===== src/hw/rtl/pmm_pkg.sv =====
// ----------------------------------------------------------------------------
// Pattern matcher package
// Shared constants, register indexes and types of the wildcard pattern matcher.
// ----------------------------------------------------------------------------
package pmm_pkg;

    localparam int PATTERN_MAX_DEF = 32;
    localparam int PAT_BYTES       = 32;
    localparam int PAT_REGS        = 4;
    localparam int LEN_REG_W       = 6;
    localparam int CFG_ADDR_W      = 6;
    localparam int CFG_DATA_W      = 64;
    localparam int REG_SEL_W       = 3;

    localparam logic [7:0] STAR_BYTE = 8'h2A;
    localparam logic [7:0] ANY_BYTE  = 8'h2E;

    localparam logic OP_START  = 1'b0;
    localparam logic OP_APPEND = 1'b1;

    localparam logic [REG_SEL_W-1:0] REG_LEN  = 3'd0;
    localparam logic [REG_SEL_W-1:0] REG_PAT0 = 3'd1;
    localparam logic [REG_SEL_W-1:0] REG_PAT1 = 3'd2;
    localparam logic [REG_SEL_W-1:0] REG_PAT2 = 3'd3;
    localparam logic [REG_SEL_W-1:0] REG_PAT3 = 3'd4;

    typedef struct packed {
        logic skip;
        logic step;
    } pmm_link_t;

    typedef struct packed {
        logic full;
        logic any;
    } pmm_result_t;

endpackage


===== src/hw/rtl/wildcard_star_pattern_matcher_top.sv =====
// ----------------------------------------------------------------------------
// Wildcard pattern matcher
// Streams text bytes against a pattern with '.' and 'x*' elements.
// ----------------------------------------------------------------------------
// Input beats carry operation and text_byte; a beat is taken when in_valid is
// high and in_stall is low. Operation zero starts a new empty text, operation
// one appends text_byte. Each input beat yields one output beat with
// full_match and still_possible, taken when out_valid is high and out_stall is
// low.
// The user must write the pattern and its length through the APB port only
// while no beat is in flight; the block itself does not enforce this.
// A row of cells, one per pattern position, updates the active positions on
// each beat; the skip closure ripples along the row from each cell to the
// cell two places on. One beat is taken per cycle while in_stall is low. A
// result is formed from the registered active positions and is then
// registered in the output buffer.
// A two-entry output buffer lets input beats keep arriving while a result
// waits; in_stall rises only when the buffer would overflow.
// Reset clears the pattern registers, leaves position zero active and empties
// the output buffer.
// ----------------------------------------------------------------------------
module wildcard_star_pattern_matcher_top #(
    parameter int PATTERN_MAX = pmm_pkg::PATTERN_MAX_DEF
) (
    input  logic                            clk,
    input  logic                            rst_n,
    input  logic                            in_valid,
    output logic                            in_stall,
    input  logic                            operation,
    input  logic [7:0]                      text_byte,
    output logic                            out_valid,
    input  logic                            out_stall,
    output logic                            full_match,
    output logic                            still_possible,
    input  logic                            psel,
    input  logic                            penable,
    input  logic                            pwrite,
    input  logic [pmm_pkg::CFG_ADDR_W-1:0]  paddr,
    input  logic [pmm_pkg::CFG_DATA_W-1:0]  pwdata,
    output logic [pmm_pkg::CFG_DATA_W-1:0]  prdata,
    output logic                            pready
);
    import pmm_pkg::*;

    localparam int LEN_W = $clog2(PATTERN_MAX + 1);

    logic [LEN_REG_W-1:0]  len_reg;
    logic [CFG_DATA_W-1:0] pat_reg [PAT_REGS];
    logic [REG_SEL_W-1:0]  reg_sel;
    logic                  cfg_write;
    logic [PAT_REGS*CFG_DATA_W-1:0] pat_flat;

    logic [LEN_W-1:0]  len_eff;
    logic [7:0]        pbyte [PATTERN_MAX + 2];
    pmm_link_t         link [PATTERN_MAX + 1];
    logic [PATTERN_MAX:0] closed;

    logic        accept;
    logic        start;
    logic        advance;
    logic        rep_valid_reg;
    pmm_result_t rep;

    pmm_result_t head_reg;
    pmm_result_t head_next;
    pmm_result_t skid_reg;
    pmm_result_t skid_next;
    logic [1:0]  count_reg;
    logic [1:0]  count_next;
    logic        pop;
    logic [2:0]  load;

    assign pready    = 1'b1;
    assign reg_sel   = paddr[CFG_ADDR_W-1:3];
    assign cfg_write = psel && penable && pwrite && pready;

    always_ff @(posedge clk or negedge rst_n)
    begin
        if (!rst_n)
        begin
            len_reg <= '0;
            for (int i = 0; i < PAT_REGS; i++)
            begin
                pat_reg[i] <= '0;
            end
        end
        else if (cfg_write)
        begin
            case (reg_sel)
                REG_LEN:  len_reg    <= pwdata[LEN_REG_W-1:0];
                REG_PAT0: pat_reg[0] <= pwdata;
                REG_PAT1: pat_reg[1] <= pwdata;
                REG_PAT2: pat_reg[2] <= pwdata;
                REG_PAT3: pat_reg[3] <= pwdata;
                default:  len_reg    <= len_reg;
            endcase
        end
    end

    always_comb
    begin
        case (reg_sel)
            REG_LEN:  prdata = {{(CFG_DATA_W - LEN_REG_W){1'b0}}, len_reg};
            REG_PAT0: prdata = pat_reg[0];
            REG_PAT1: prdata = pat_reg[1];
            REG_PAT2: prdata = pat_reg[2];
            REG_PAT3: prdata = pat_reg[3];
            default:  prdata = '0;
        endcase
    end

    assign pat_flat = {pat_reg[3], pat_reg[2], pat_reg[1], pat_reg[0]};
    assign len_eff  = (int'(len_reg) > PATTERN_MAX) ? LEN_W'(PATTERN_MAX) : LEN_W'(len_reg);

    genvar k;
    generate
        for (k = 0; k < PATTERN_MAX + 2; k++)
        begin : g_byte
            if (k < PAT_BYTES)
            begin : g_reg
                assign pbyte[k] = pat_flat[8*k +: 8];
            end
            else
            begin : g_zero
                assign pbyte[k] = 8'h00;
            end
        end
    endgenerate

    assign accept  = in_valid && !in_stall;
    assign start   = accept && (operation == OP_START);
    assign advance = accept && (operation == OP_APPEND);

    genvar j;
    generate
        for (j = 0; j <= PATTERN_MAX; j++)
        begin : g_cell
            pmm_link_t prev1;
            pmm_link_t prev2;
            if (j >= 1)
            begin : g_p1
                assign prev1 = link[j-1];
            end
            else
            begin : g_n1
                assign prev1 = '0;
            end
            if (j >= 2)
            begin : g_p2
                assign prev2 = link[j-2];
            end
            else
            begin : g_n2
                assign prev2 = '0;
            end

            pmm_cell #(
                .PATTERN_MAX (PATTERN_MAX),
                .INDEX       (j),
                .LEN_W       (LEN_W)
            ) u_cell (
                .clk       (clk),
                .rst_n     (rst_n),
                .start     (start),
                .advance   (advance),
                .len       (len_eff),
                .own_byte  (pbyte[j]),
                .next_byte (pbyte[j+1]),
                .text_byte (text_byte),
                .prev1     (prev1),
                .prev2     (prev2),
                .link_out  (link[j]),
                .closed    (closed[j])
            );
        end
    endgenerate

    assign rep.full = closed[len_eff];
    assign rep.any  = |closed;

    always_ff @(posedge clk or negedge rst_n)
    begin
        if (!rst_n)
        begin
            rep_valid_reg <= 1'b0;
        end
        else
        begin
            rep_valid_reg <= accept;
        end
    end

    assign out_valid      = (count_reg != 2'd0);
    assign pop            = out_valid && !out_stall;
    assign full_match     = head_reg.full;
    assign still_possible = head_reg.any;

    assign load     = {1'b0, count_reg} + {2'b00, rep_valid_reg};
    assign in_stall = load > ({2'b00, pop} + 3'd1);

    always_comb
    begin
        head_next  = head_reg;
        skid_next  = skid_reg;
        count_next = count_reg;
        if (rep_valid_reg && !pop)
        begin
            if (count_reg == 2'd0)
            begin
                head_next = rep;
            end
            else
            begin
                skid_next = rep;
            end
            count_next = count_reg + 2'd1;
        end
        else if (rep_valid_reg && pop)
        begin
            if (count_reg == 2'd1)
            begin
                head_next = rep;
            end
            else
            begin
                head_next = skid_reg;
                skid_next = rep;
            end
        end
        else if (pop)
        begin
            head_next  = skid_reg;
            count_next = count_reg - 2'd1;
        end
    end

    always_ff @(posedge clk or negedge rst_n)
    begin
        if (!rst_n)
        begin
            count_reg <= 2'd0;
        end
        else
        begin
            count_reg <= count_next;
        end
    end

    always_ff @(posedge clk)
    begin
        head_reg <= head_next;
        skid_reg <= skid_next;
    end

endmodule


===== src/hw/rtl/pmm_cell.sv =====
// ----------------------------------------------------------------------------
// Pattern matcher cell
// Holds one active pattern position and forms its closure and next value.
// ----------------------------------------------------------------------------
module pmm_cell #(
    parameter int PATTERN_MAX = pmm_pkg::PATTERN_MAX_DEF,
    parameter int INDEX       = 0,
    parameter int LEN_W       = $clog2(PATTERN_MAX + 1)
) (
    input  logic               clk,
    input  logic               rst_n,
    input  logic               start,
    input  logic               advance,
    input  logic [LEN_W-1:0]   len,
    input  logic [7:0]         own_byte,
    input  logic [7:0]         next_byte,
    input  logic [7:0]         text_byte,
    input  pmm_pkg::pmm_link_t prev1,
    input  pmm_pkg::pmm_link_t prev2,
    output pmm_pkg::pmm_link_t link_out,
    output logic               closed
);
    import pmm_pkg::*;

    localparam logic RESET_ACTIVE = (INDEX == 0);

    logic active_reg;
    logic active_next;
    logic in_range;
    logic below_len;
    logic starred;
    logic hit;

    assign in_range  = (LEN_W + 1)'(INDEX) <= {1'b0, len};
    assign below_len = (LEN_W + 1)'(INDEX) < {1'b0, len};
    assign starred   = ((LEN_W + 1)'(INDEX + 1) < {1'b0, len}) && (next_byte == STAR_BYTE);
    assign hit       = (own_byte == ANY_BYTE) || (own_byte == text_byte);

    assign closed        = (active_reg && in_range) || prev2.skip;
    assign link_out.skip = closed && starred;
    assign link_out.step = closed && hit && below_len && !starred;

    always_comb
    begin
        active_next = active_reg;
        if (start)
        begin
            active_next = RESET_ACTIVE;
        end
        else if (advance)
        begin
            active_next = prev1.step || (closed && hit && below_len && starred);
        end
    end

    always_ff @(posedge clk or negedge rst_n)
    begin
        if (!rst_n)
        begin
            active_reg <= RESET_ACTIVE;
        end
        else
        begin
            active_reg <= active_next;
        end
    end

endmodule


===== config.mk =====
export PLATFORM = sky130hd
export DESIGN_NAME = wildcard_star_pattern_matcher_top
export DESIGN_NICKNAME = d
export VERILOG_FILES = /design/src/hw/rtl/pmm_pkg.sv /design/src/hw/rtl/wildcard_star_pattern_matcher_top.sv /design/src/hw/rtl/pmm_cell.sv
export SDC_FILE = /design/constraint.sdc
export NUM_CORES = 1
export LEC_CHECK = 0
export BUFFER_PORTS_ARGS = -buffer_cell sky130_fd_sc_hd__clkbuf_2
export CAP_MARGIN = 20
export CORE_MARGIN = 10
export CORE_UTILIZATION = 45
export DETAILED_ROUTE_END_ITERATION = 10
export PLACE_DENSITY = 0.74
export SLEW_MARGIN = 30
export SYNTH_ARGS = -nofsm -noshare
export SYNTH_HDL_FRONTEND = slang
export SYNTH_HIERARCHICAL = 1
export SYNTH_SLANG_ARGS = --single-unit

===== constraint.sdc =====
create_clock -name clk -period 10 [get_ports clk]
set_input_delay 2 -clock clk [delete_from_list [all_inputs] [get_ports clk]]
set_output_delay 2 -clock clk [all_outputs]
set_load 0.01 [all_outputs]

# Word level (Yosys, flattened, before mapping)
# Index checks and enable logic that the tools add are counted.
# totals
reg_bits,302
inputBits,86
out_inout_bits,69
# op_classes
add_sub_neg,4
magnitude_cmp,67
n_eq_ne,104
muxes,82
bitwise_logic,1
reduce_logical,371
# ops
op,count
$eq A8 B6 Y1 const B,63
$pmux W64 S5,1
$eq A8 B8 Y1,32
$logic_and A1 B1 Y1,228
$le A5 B6 Y1 const A,16
$lt A5 B6 Y1 const A,16
$logic_or A1 B1 Y1,93
$mux W1,67
$le A4 B6 Y1 const A,8
$lt A4 B6 Y1 const A,8
$logic_not A1 Y1,34
$reduce_or A33 Y1,1
$le A3 B6 Y1 const A,4
$lt A3 B6 Y1 const A,4
$mux W2,12
$reduce_and A2 Y1,7
$le A2 B6 Y1 const A,2
$lt A1 B6 Y1 const A,2
$lt A2 B6 Y1 const A,2
$reduce_bool A2 Y1,4
$lt A6 B7 Y1 const B,1
$bmux W1 S6,1
$eq A3 B2 Y1 const B,2
$gt A6 B6 Y1 const B,1
other kinds (18),20

# Longest topological paths before layout
# logic_depth
word_depth,41
ltp_mapped,45
mapped_depth_nobuf,44

# By module
# The synthesis kept the hierarchy.
# by_module_without_submodules
mod,instances,cells_per_inst,area_each_um2
wildcard_star_pattern_matcher_top,1,852,12221.7
pmm_cell (g_cell[25].u_cell ...),2,33,264.0
pmm_cell (g_cell[23].u_cell ...),2,30,262.8
pmm_cell (g_cell[14].u_cell ...),2,31,254.0
pmm_cell (g_cell[4].u_cell ...),2,32,254.0
pmm_cell (g_cell[12].u_cell ...),2,31,249.0
pmm_cell (g_cell[21].u_cell),1,35,282.8
pmm_cell (g_cell[10].u_cell),1,35,281.5
pmm_cell (g_cell[13].u_cell),1,34,280.3
pmm_cell (g_cell[17].u_cell),1,31,277.8
pmm_cell (g_cell[18].u_cell),1,32,277.8
pmm_cell (g_cell[9].u_cell),1,35,277.8
pmm_cell (g_cell[19].u_cell),1,31,275.3
pmm_cell (g_cell[26].u_cell),1,33,270.3
+15 rows,--,--,--

# Worst setup path after synthesis
# No wires, ideal clock.
# synth_path
path_type,register to register
from,reg len_reg[5]
to,"reg head_reg, in the netlist full_match (data pin)"
setup_time_ps,152
t_arrival_ps,9167
slack_ps,681
path_stages_with_launch,45
path_buffers,1
period_less_slack_ps,9319
cell_sequence,dfrtp_1 -> clkbuf_1 -> nor2b_1 -> nor4_1 -> a211o_1 -> nor2_1 -> nor2_1 -> nor3_1 -> inv_1 -> o211ai_2 -> and2_1 -> o21bai_1 -> nor2_1 -> nor4_1 -> and3b_1 -> a21o_1 -> nor2b_1 -> nand2b_1 -> (+9 left out) -> a2bb2o_4 -> nor3_1 -> nor2_1 -> nor3_2 -> a31o_1 -> nor2b_4 -> nor2_1 -> nor3_2 -> o21ai_0 -> nor2_1 -> a311oi_1 -> nor2_1 -> mux2i_1 -> a22oi_1 -> nand3_1 -> o221ai_1 -> o311ai_1 -> a31oi_1
# synth_rtl
item,line,source
from (decl),wildcard_star_pattern_matcher_top.sv:47,logic [LEN_REG_W-1:0] len_reg;
from (signal assigned),wildcard_star_pattern_matcher_top.sv:90,REG_LEN: len_reg <= pwdata[LEN_REG_W-1:0];
from (signal assigned),wildcard_star_pattern_matcher_top.sv:95,default: len_reg <= len_reg;
to (signal assigned),wildcard_star_pattern_matcher_top.sv:251,head_reg <= head_next;
to (decl),wildcard_star_pattern_matcher_top.sv:64,pmm_result_t head_reg;

==> results.sh <==
export IMPL_clkSinkCount=302
export IMPL_clkLatencyLatePin_ns=0.55
export IMPL_met1_usage_pct=30.27
export IMPL_dp_hpwl_um=44530
export IMPL_p_leak_nw=10.35
export IMPL_dieWidth_um=234.9
export IMPL_worst_slew_pin_slew_ns=0.8753
export IMPL_yosys_warnings=6
export IMPL_grt_usage_pct=23.06
export IMPL_vias=17510
export IMPL_routed_wl_um=66640
export IMPL_pwr_density_cell_nw_per_um2=191.3
export IMPL_cts_tree="built"
export IMPL_nets=2184
export IMPL_max_vdd_ir_drop_mv=0.2099
export IMPL_grt_start_max_net_pins=100
export IMPL_post_cts_setup_buffers=0
export IMPL_cts_htree_levels=2
export IMPL_hold_slack_ns=0.5571
export IMPL_cts_made_buffers=35
export IMPL_finalHoldViolations=0
export IMPL_critPathBufInv=3
export IMPL_finish_instance_area_um2=23590
export IMPL_slowest_delay_ns=0.60
export IMPL_fin_skew_ns=0.01444
export IMPL_rsz0062_at_grt="false"
export IMPL_cp_start_kind="flop"
export IMPL_synthCells=1894
export IMPL_drtIter0Drc=1871
export IMPL_initial_core_util_pct=45.69
export IMPL_cts_resized=0
export IMPL_ctsHoldBuffers=0
export IMPL_clock_root_buffer="clkbuf_16"
export IMPL_coreArea_um2=45480
export IMPL_routabilityCongestion=0.9205
export IMPL_slew_headroom_pct=41.65
export IMPL_overflow=0
export IMPL_synth_avg_cell_area_um2=10.97
export IMPL_antenna_found_initial=0
export IMPL_clkTransAtPathRegs_ns=0.06
export IMPL_cp_top_family="simple AND/OR/NAND/NOR gates"
export IMPL_die_y_um=234.9
export IMPL_crit_type="reg -> reg"
export IMPL_min_period_ns=9.255
export IMPL_post_route_period_util_pct=92.55
export IMPL_port_buffers=150
export IMPL_drive_gt1_share_pct=23.91
export IMPL_pin_count=155
export IMPL_grt_pass1_wl_um=103500
export IMPL_clockBufferDepth=3
export IMPL_grt_busiest_layer="met2"
export IMPL_crit_top_cell="nor2_1"
export IMPL_cpMaxStageDelayCell="dfrtp_4"
export IMPL_drc=0
export IMPL_syn2layout_area_growth_pct=13.55
export IMPL_die_area_um2=55170
export IMPL_grt_use_met2_pct=37.08
export IMPL_fin_tns_setup_ns=0
export IMPL_dr_pass1_iters=5
export IMPL_drv_slew=0
export IMPL_path_max_fanout=27
export IMPL_wire_per_inst_um=24.53
export IMPL_cp_end_kind="flop"
export IMPL_grt_pass1_vias=17420
export IMPL_antenna_cells=0
export IMPL_setup_viol=0
export IMPL_hp_class="reg -> reg"
export IMPL_placed_area_um2=22370
export IMPL_largest_reg_flops=256
export IMPL_status="finished clean"
export IMPL_clock_fmax_mhz=108.0
export IMPL_drv_cap=0
export IMPL_fin_cells=2716
export IMPL_vias_per_cell=6.446
export IMPL_critPathArrivalTime_ns=9.65
export IMPL_syn_area_um2=20780
export IMPL_n_fill_cell=4078
export IMPL_rows=78
export IMPL_post_place_cells=2652
export IMPL_ant_nets=0
export IMPL_critPathRequiredTime_ns=10.39
export IMPL_use_met3_pct=4.267
-- report_power, final --
group          internal [W]  total (W)  switching [W]
Clock              0.000827    0.00137       0.000540
Sequential          0.00146    0.00183       0.000367
Combinational      0.000597    0.00132       0.000721
-- through the flow --
stage / total power, W / worst slack (ns) / util, %
floorplan: 0.002666 / 0.7153 / -
global placement: 0.003062 / 1.157 / 49.12
detailed placement: 0.003137 / 1.000 / 49.18
CTS: 0.004510 / 0.9569 / 51.83
global route: 0.004731 / 0.1398 / 51.88
finish: 0.004513 / 0.7447 / 51.88
-- final timing paths --
check / startpoint / end / slack [ns] / depth (start not counted)
setup / recovery: len_reg[5] / full_match / 0.74 / 44
hold / removal: count_reg[0] / count_reg[0] / 0.56 / 1
setup reg to reg: len_reg[5] / full_match / 0.74 / 44
hold reg to reg: count_reg[0] / count_reg[0] / 0.56 / 1
max in group asynchronous: rst_n / pat_flat[170] / 6.35 / 3
min in group asynchronous: rst_n / pat_flat[208] / 1.49 / 1
-- area by class of cell --
cell class,instances,area [um^2],area share [%]
clock buffers,53,1046,4.433
clock inverters,10,156.4,0.6629
inverters,36,135.1,0.5727
multi-input cells,1531,12870,54.55
flip-flops and latches,302,7582,32.14
well taps,600,750.7,3.182
repair buffers,184,1052,4.460
-- layer usage --
metal	routed length (um)	vias to the layer above
met5	0	-
li1	-	7648
met1	28330	8909
met3	4748	168
met4	2259	0
met2	31300	781
-- cell usage in the layout (no fill, tap or decap), types with 41 or more instances in the layout --
| cell | count |
|---|---|
| nor4_1 | 85 |
| nand2_1 | 43 |
| xor2_1 | 249 |
| mux2i_1 | 41 |
| mux2_1 | 119 |
| mux2_2 | 144 |
| a21oi_1 | 67 |
| nor2_1 | 69 |
| a221o_1 | 58 |
| clkbuf_2 | 149 |
| dfrtp_1 | 296 |
| nand2b_1 | 45 |
| a22o_1 | 58 |
No activity file was read; power rests on OpenSTA's default activity.
